--- config.mk ---
export PLATFORM = sky130hd
export DESIGN_NAME = simple9_word_decoder
export DESIGN_NICKNAME = d
export VERILOG_FILES = /design/src/s9dec_pkg.sv /design/src/simple9_word_decoder.sv /design/src/s9dec_front.sv /design/src/s9dec_queue.sv /design/src/s9dec_back.sv
export SDC_FILE = /design/constraint.sdc
export NUM_CORES = 1
export LEC_CHECK = 0
export BUFFER_PORTS_ARGS = -buffer_cell sky130_fd_sc_hd__buf_2
export CAP_MARGIN = 20
export CORE_ASPECT_RATIO = 1.4
export CORE_MARGIN = 8
export CORE_UTILIZATION = 60
export CTS_CLUSTER_DIAMETER = 100
export CTS_CLUSTER_SIZE = 28
export DETAILED_ROUTE_END_ITERATION = 10
export MAX_ROUTING_LAYER = met4
export PLACE_DENSITY = 0.8
export SYNTH_ARGS = -nofsm -noshare
export SYNTH_HDL_FRONTEND = slang
export SYNTH_SLANG_ARGS = --single-unit
--- constraint.sdc ---
create_clock -name clk -period 3.4 [get_ports clk]
set_clock_uncertainty 0.15 [all_clocks]
set_input_delay 1.02 -clock clk [delete_from_list [all_inputs] [get_ports clk]]
set_output_delay 1.02 -clock clk [all_outputs]
set_load 0.005 [all_outputs]
--- src/s9dec_pkg.sv ---
// Package: payload types, queue descriptor and packing table for the Simple-9 decoder.
package s9dec_pkg;

	localparam int unsigned PayloadBits = 28;
	localparam int unsigned NumPackings = 9;
	localparam int unsigned QueueDepthDefault = 2;

	typedef logic [3:0] sel_t;
	typedef logic [4:0] nbits_t;

	typedef struct packed {
		logic [31:0] code_word;
		logic        final_word;
	} in_item_t;

	typedef struct packed {
		logic [PayloadBits-1:0] value;
		logic                   last_of_word;
		logic                   list_end;
		logic                   bad_selector;
	} out_item_t;

	// One packing: number of fields, field width, unused bits at the top of the payload.
	typedef struct packed {
		nbits_t     count;
		nbits_t     width;
		logic [1:0] spare;
	} packing_t;

	// A classified word waiting to be unpacked. The payload is left aligned so
	// that the first field always sits in the top bits.
	typedef struct packed {
		logic [PayloadBits-1:0] data;
		nbits_t                 width;
		nbits_t                 count;
		logic                   final_word;
		logic                   bad_selector;
	} desc_t;

	localparam sel_t SelLast = sel_t'(NumPackings - 1);

	function automatic packing_t packing_lookup(input sel_t sel);
		packing_t p;
		p = '{count: 5'd1, width: 5'd28, spare: 2'd0};
		case (sel)
			4'd0:    p = '{count: 5'd28, width: 5'd1,  spare: 2'd0};
			4'd1:    p = '{count: 5'd14, width: 5'd2,  spare: 2'd0};
			4'd2:    p = '{count: 5'd9,  width: 5'd3,  spare: 2'd1};
			4'd3:    p = '{count: 5'd7,  width: 5'd4,  spare: 2'd0};
			4'd4:    p = '{count: 5'd5,  width: 5'd5,  spare: 2'd3};
			4'd5:    p = '{count: 5'd4,  width: 5'd7,  spare: 2'd0};
			4'd6:    p = '{count: 5'd3,  width: 5'd9,  spare: 2'd1};
			4'd7:    p = '{count: 5'd2,  width: 5'd14, spare: 2'd0};
			4'd8:    p = '{count: 5'd1,  width: 5'd28, spare: 2'd0};
			default: p = '{count: 5'd1,  width: 5'd28, spare: 2'd0};
		endcase
		return p;
	endfunction

endpackage

--- src/simple9_word_decoder.sv ---
// Top level of the Simple-9 code word decoder.
//
//  channel | direction | handshake             | payload
//  --------+-----------+-----------------------+--------------------------------------------
//  in      | input     | in_valid / in_ready   | in_item_t: code_word, final_word
//  out     | output    | out_valid / out_ready | out_item_t: value, last_of_word, list_end,
//          |           |                       |   bad_selector
//
// A word yields from 1 value for the 28-bit packing or a bad selector up to 28 for the 1-bit
// packing, shifted out one per cycle unless the output stalls. Its first value is registered
// at the output after the front register, queue and unpacker. Reset is asynchronous and
// active low; it empties the front register, the queue and the output register. The front
// end keeps taking words while the unpacker is busy until the queue fills, and the unpacker
// keeps going while the output is stalled only if the output register is free.
module simple9_word_decoder #(
	parameter int unsigned QUEUE_DEPTH = s9dec_pkg::QueueDepthDefault
) (
	input  logic                 clk,
	input  logic                 arst_n,
	input  logic                 in_valid,
	output logic                 in_ready,
	input  s9dec_pkg::in_item_t  in_data,
	output logic                 out_valid,
	input  logic                 out_ready,
	output s9dec_pkg::out_item_t out_data
);
	import s9dec_pkg::*;

	// Front end to queue.
	logic  push_valid;
	logic  push_ready;
	desc_t push_data;

	// Queue to unpacker.
	logic  pop_valid;
	logic  pop_ready;
	desc_t pop_data;

	// The front end decodes the selector and left-aligns the payload so that the unpacker
	// only ever takes the top bits of its working register.
	s9dec_front u_front (
		.clk       (clk),
		.arst_n    (arst_n),
		.in_valid  (in_valid),
		.in_ready  (in_ready),
		.in_data   (in_data),
		.push_valid(push_valid),
		.push_ready(push_ready),
		.push_data (push_data)
	);

	// The queue decouples the two halves so that either can stall on its own.
	s9dec_queue #(
		.DEPTH(QUEUE_DEPTH)
	) u_queue (
		.clk       (clk),
		.arst_n    (arst_n),
		.push_valid(push_valid),
		.push_ready(push_ready),
		.push_data (push_data),
		.pop_valid (pop_valid),
		.pop_ready (pop_ready),
		.pop_data  (pop_data)
	);

	// The unpacker emits one field per transfer and loads the next descriptor in the same
	// cycle as it emits the last field of the current one.
	s9dec_back u_back (
		.clk      (clk),
		.arst_n   (arst_n),
		.pop_valid(pop_valid),
		.pop_ready(pop_ready),
		.pop_data (pop_data),
		.out_valid(out_valid),
		.out_ready(out_ready),
		.out_data (out_data)
	);

	// A bad selector always yields a single zero value that closes its word.
	a_bad_single : assert property (@(posedge clk) disable iff (!arst_n)
		out_valid && out_data.bad_selector |-> out_data.last_of_word && (out_data.value == '0))
	else $error("bad selector result is not a single zero value");

	// The end of a list can only be flagged on the last value of a word.
	a_list_end_last : assert property (@(posedge clk) disable iff (!arst_n)
		out_valid && out_data.list_end |-> out_data.last_of_word)
	else $error("list end flagged before the last value of a word");

	// A rising output valid is checked against its possible sources: input, queue, output, reset.
	a_latency : assert property (@(posedge clk) disable iff (!arst_n)
		$rose(out_valid) |-> $past(in_valid, 3) || $past(out_valid, 1) || $past(arst_n, 3)
			|| $past(pop_valid, 1))
	else $error("output appeared without a source");

endmodule

--- src/s9dec_front.sv ---
// Front end: accepts code words, decodes the selector and registers a descriptor.
module s9dec_front (
	input  logic               clk,
	input  logic               arst_n,
	input  logic               in_valid,
	output logic               in_ready,
	input  s9dec_pkg::in_item_t in_data,
	output logic               push_valid,
	input  logic               push_ready,
	output s9dec_pkg::desc_t   push_data
);
	import s9dec_pkg::*;

	logic     valid_s1;
	desc_t    desc_s1;
	desc_t    desc_d;
	sel_t     sel;
	packing_t pk;
	logic     bad;

	assign sel = in_data.code_word[31:28];
	assign bad = (sel > SelLast);
	assign pk  = packing_lookup(sel);

	always_comb begin
		desc_d.final_word   = in_data.final_word;
		desc_d.bad_selector = bad;
		desc_d.width        = pk.width;
		desc_d.count        = pk.count;
		if (bad) begin
			desc_d.data = '0;
		end else begin
			desc_d.data = in_data.code_word[PayloadBits-1:0] << pk.spare;
		end
	end

	assign in_ready   = !valid_s1 || push_ready;
	assign push_valid = valid_s1;
	assign push_data  = desc_s1;

	always_ff @(posedge clk or negedge arst_n) begin
		if (!arst_n) begin
			valid_s1 <= 1'b0;
		end else if (in_ready) begin
			valid_s1 <= in_valid;
		end
	end

	always_ff @(posedge clk) begin
		if (in_valid && in_ready) begin
			desc_s1 <= desc_d;
		end
	end

endmodule

--- src/s9dec_queue.sv ---
// Short descriptor queue between the front end and the unpacker.
module s9dec_queue #(
	parameter int unsigned DEPTH = s9dec_pkg::QueueDepthDefault
) (
	input  logic             clk,
	input  logic             arst_n,
	input  logic             push_valid,
	output logic             push_ready,
	input  s9dec_pkg::desc_t push_data,
	output logic             pop_valid,
	input  logic             pop_ready,
	output s9dec_pkg::desc_t pop_data
);
	import s9dec_pkg::*;

	localparam int unsigned AW = (DEPTH > 1) ? $clog2(DEPTH) : 1;
	localparam int unsigned CW = $clog2(DEPTH + 1);
	localparam logic [AW-1:0] LastIdx = AW'(DEPTH - 1);
	localparam logic [CW-1:0] Full   = CW'(DEPTH);

	desc_t         mem_q [DEPTH];
	logic [AW-1:0] wr_ptr_q;
	logic [AW-1:0] rd_ptr_q;
	logic [CW-1:0] count_q;
	logic          do_push;
	logic          do_pop;

	assign push_ready = (count_q != Full);
	assign pop_valid  = (count_q != '0);
	assign do_push    = push_valid && push_ready;
	assign do_pop     = pop_valid && pop_ready;
	assign pop_data   = mem_q[rd_ptr_q];

	always_ff @(posedge clk or negedge arst_n) begin
		if (!arst_n) begin
			wr_ptr_q <= '0;
			rd_ptr_q <= '0;
			count_q  <= '0;
		end else begin
			if (do_push) begin
				wr_ptr_q <= (wr_ptr_q == LastIdx) ? '0 : wr_ptr_q + 1'b1;
			end
			if (do_pop) begin
				rd_ptr_q <= (rd_ptr_q == LastIdx) ? '0 : rd_ptr_q + 1'b1;
			end
			if (do_push && !do_pop) begin
				count_q <= count_q + 1'b1;
			end else if (do_pop && !do_push) begin
				count_q <= count_q - 1'b1;
			end
		end
	end

	always_ff @(posedge clk) begin
		if (do_push) begin
			mem_q[wr_ptr_q] <= push_data;
		end
	end

endmodule

--- src/s9dec_back.sv ---
// Back end: unpacks one field per cycle into the output register while that register is free.
module s9dec_back (
	input  logic                clk,
	input  logic                arst_n,
	input  logic                pop_valid,
	output logic                pop_ready,
	input  s9dec_pkg::desc_t    pop_data,
	output logic                out_valid,
	input  logic                out_ready,
	output s9dec_pkg::out_item_t out_data
);
	import s9dec_pkg::*;

	localparam nbits_t FullWidth = nbits_t'(PayloadBits);

	logic                   busy_q;
	logic [PayloadBits-1:0] data_q;
	nbits_t                 width_q;
	nbits_t                 count_q;
	logic                   final_q;
	logic                   bad_q;
	logic                   out_valid_q;
	out_item_t              out_q;
	logic                   can_emit;
	logic                   emit;
	logic                   last;
	logic [PayloadBits-1:0] field;

	assign can_emit  = !out_valid_q || out_ready;
	assign emit      = busy_q && can_emit;
	assign last      = (count_q == 5'd1);
	assign pop_ready = !busy_q || (emit && last);
	assign field     = data_q >> (FullWidth - width_q);

	assign out_valid = out_valid_q;
	assign out_data  = out_q;

	always_ff @(posedge clk or negedge arst_n) begin
		if (!arst_n) begin
			busy_q      <= 1'b0;
			out_valid_q <= 1'b0;
		end else begin
			if (emit) begin
				out_valid_q <= 1'b1;
			end else if (out_ready) begin
				out_valid_q <= 1'b0;
			end
			if (pop_valid && pop_ready) begin
				busy_q <= 1'b1;
			end else if (emit && last) begin
				busy_q <= 1'b0;
			end
		end
	end

	always_ff @(posedge clk) begin
		if (pop_valid && pop_ready) begin
			data_q  <= pop_data.data;
			width_q <= pop_data.width;
			count_q <= pop_data.count;
			final_q <= pop_data.final_word;
			bad_q   <= pop_data.bad_selector;
		end else if (emit) begin
			data_q  <= data_q << width_q;
			count_q <= count_q - 1'b1;
		end
		if (emit) begin
			out_q.value        <= field;
			out_q.last_of_word <= last;
			out_q.list_end     <= last && final_q;
			out_q.bad_selector <= bad_q;
		end
	end

endmodule

==> results.yml <==
synthesis:
  synth_cell_types: 56
  synth_top_cell_by_area: "edfxtp_1"
  synthAdderAreaFrac_pct: 0.817
  synth_cells: 834
  yosysWarningCount: 0
  synth_xor_area_share_pct: 1.14
  yosysSeqAreaShare_pct: 55.2
  synth_top_family_by_area: "multiplexers"
  syn_area_sq_mm: 0.0107
  synth_compound_area_share_pct: 11.4
  synth_ff_type: "edfxtp_1"
  synth_seq_cells: 198
  synth_top_area_share_pct: 53.5
  synthMuxAreaShare_pct: 20.2
  ys_async_sr_fraction_pct: 3.54
  synth_edf_count: 191
  synth_area_per_cell_sq_um: 12.8
  synth.top_cells.by_area: "edfxtp_1 54%, mux2i_1 10%, mux4_2 5.3%"
  syn-num-nets: 878
  synth-simple-area-share_pct: 7.66
global_route:
  grt_pass1_vias: 7203
  grtUsageTotal_pct: 21.6
  grt_max_degree: 50
  grt_pass1_wl_mm: 37.0
  antenna_found_initial: 0
  grt-ovfl-total: 0
cts:
  numClockSinks: 198
  clk_latency_ps: 430
  clock-root-buffer: "clkbuf_16"
  clock_path_buffers: 2
  cts_tree: "done"
  hold_buffers: 0
  ctsResizeCount: 0
  cts_buffers: 17
  cts_max_level: 4
  cts_setup_buffers: 0
  clkSlewWorstSetupHoldPaths_ps: 70
worst_setup_path:
  crit_path_start_kind: "register"
  cp_max_fo: 49
  worstPathCellList: "buf_12 > mux2_2 > mux2i_1 > o21ai_0 > a21oi_1 > a22oi_1"
  crit_path_end: "u_back.data_q[23]"
  slowest_delay_ps: 560
  crit_arrival_ps: 2830
  crit_start: "u_back.width_q[0]"
  critical_path_class: "register to register"
  worstSetupEndpointType: "register"
  r2r-end: "u_back.data_q[23]"
  reg2reg_from: "u_back.width_q[0]"
  reg2reg_slack_ps: 590
  critPathSlowestCell: "edfxtp_1"
  crit_required_ps: 3430
  ff2ff_path_depth: 6
floorplanning:
  core_area_sq_mm: 0.0177
  initial_utilization_pct: 60.5
  die-area_sq_mm: 0.0225
  die_w_um: 129
  ios: 70
  fp-row-count: 58
  die_y_um: 174
detailed_routing:
  firstDrtPassIters: 5
  via_count: 7177
  drc: 0
  drt-total-wl_mm: 23.1
  antenna_left: 0
  post_drt_via_cell_ratio: 6.27
  wl_per_cell_um: 20.2
  drt_iter0_drc: 490
layout:
  layout.nets: 935
  fill_cells: 1304
  drive_above_1_share_pct: 22.2
  fin_util_pct: 67.5
  area_delta_synth_final_pct: 11.5
  diodes: 0
sta:
  maxSlewHeadroom_pct: 45.5
  slew_violations: 0
  fmax_mhz: 356
  finalSetupViolations: 0
  period_minus_slack_ps: 2810
  tns_ps: 0
  max_slew.worst_pin.slew_ps: 817
  rsz0062_at_grt: "false"
  min_period_over_period_pct: 82.6
  finalHoldViolCount: 0
  fin_ws_ps: 592
flow_run:
  drv_cap: 0
min_path:
  min-delay-path-class: "primary input to async pin"
power_and_ir_drop:
  p_leak_nw: 4.42
  peakVddDrop_mv: 0.564
  p_per_area_mw_per_mm2: 613
placement:
  dp_hpwl_mm: 16.7
  port_buffers: 69
  place.gp.congestion: 0.975
  preCtsSetupSlack_ps: 445
outcome:
  status: "completed"
## registers in the layout, summed over array words and instances, names as in the netlist, 2 cells and up
signal,count
u_front.push_data,40
u_back.count_q,5
u_back.width_q,5
u_queue.count_q,2
u_back.out_data,31
u_queue.mem_q,80
u_back.data_q,28
## cell usage after synthesis (2+ instances only)
cell	number
a211o_1	2
a211oi_1	12
a21o_1	2
a21oi_1	34
a221oi_1	2
a22oi_1	7
a31oi_1	8
and2_1	10
and3_1	3
buf_1	6
buf_2	20
buf_4	3
buf_6	4
clkbuf_1	28
dfrtp_1	7
edfxtp_1	191
ha_1	7
inv_1	15
mux2_1	2
mux2_2	35
mux2i_1	108
mux4_1	4
mux4_2	25
nand2_1	58
nand2b_1	10
nand3_1	13
nand3b_1	4
nor2_1	60
nor2b_1	9
nor3_1	7
nor4_1	2
o2111ai_1	3
o211ai_1	3
o21a_1	2
o21ai_0	32
o21ai_1	3
o221ai_1	8
o22a_1	21
o22ai_1	31
o32ai_1	4
or3_1	2
xnor2_1	9
xor2_1	5
## worst max-delay path, delay by kind of cell (launching register included)
family	cells	cell delay (ps)
AO/OA/AOI/OAI	3	670
flip-flops	1	560
multiplexers	2	820
buffers and inverters	1	310
## cells by family after synthesis
| group | Yosys count |
|---|---|
| xor+xnor | 14 |
| compound gates | 183 |
| fa+ha+maj | 7 |
| simple gates | 180 |
| flops | 198 |
| mux | 174 |
| buf+inv | 78 |
## through the flow
| step | hold slack, ps | area (sq um) | power, W | instances |
|---|---|---|---|---|
| after global placement | 273 | 11300 | 0.00529 | 1112 |
| after detailed placement | 280 | 11300 | 0.00535 | 1112 |
| after CTS | 257 | 12000 | 0.00735 | 1144 |
| final | 266 | 12000 | 0.00732 | 1144 |
| after floorplan | 250 | 10700 | 0.00482 | 834 |
| after global routing | 268 | 12000 | 0.00764 | 1144 |
## worst min-delay path by stage
| stage | start | end | slack, ps | depth (start not counted) |
|---|---|---|---|---|
| floorplan | u_back.bad_q | u_back.out_data[0] | 250 | 0 |
| global placement | u_front.push_data[8] | u_queue.mem_q[0][8] | 270 | 0 |
| detailed placement | u_front.push_data[16] | u_queue.mem_q[1][16] | 280 | 0 |
| CTS | arst_n | u_back.out_valid | 260 | 1 |
| global route | arst_n | u_back.out_valid | 270 | 1 |
| finish | arst_n | u_back.busy_q | 270 | 1 |
## per-layer routing
| layer | up-vias | GRT usage, % | routed length [um] |
|---|---|---|---|
| met5 | - | - | 0 |
| met2 | 282 | 35.8 | 11800 |
| li1 | 3356 | - | - |
| met4 | 0 | 14.3 | 1320 |
| met3 | 88 | 2.97 | 953 |
| met1 | 3451 | 23.7 | 9030 |
## layout make-up
cell class / instances / area, sq um / area share (%)
multi-input combinational: 558 / 4460 / 37.3
sequential: 198 / 5910 / 49.5
inverter: 15 / 56.3 / 0.471
clock buffer: 17 / 425 / 3.56
tap: 240 / 300 / 2.51
timing repair buffer: 101 / 623 / 5.21
clock inverter: 15 / 180 / 1.51
## where the power goes
| part | internal (W) | leakage, nW | switching [W] |
|---|---|---|---|
| sequential | 0.00337 | 1.94 | 0.000315 |
| clock | 0.00106 | 0.300 | 0.000952 |
| combinational | 0.000696 | 2.18 | 0.000932 |
| total | 0.00512 | 4.42 | 0.00220 |
## layout by cell type (no fill, tap or decap), drive strengths merged, types with 8 or more instances in the layout
cell | netlist | final
a211oi | 12 | 12
a21oi | 34 | 34
a31oi | 8 | 8
and2 | 10 | 10
buf | 35 | 101
clkbuf | 28 | 17
edfxtp | 191 | 191
inv | 15 | 22
mux2 | 37 | 37
mux2i | 108 | 108
mux4 | 29 | 29
nand2 | 58 | 58
nand2b | 10 | 10
nand3 | 13 | 13
nor2 | 60 | 60
nor2b | 9 | 9
o21ai | 35 | 35
o221ai | 8 | 8
o22a | 21 | 21
o22ai | 32 | 32
xnor2 | 9 | 9
(Power assumes the default switching activity.)
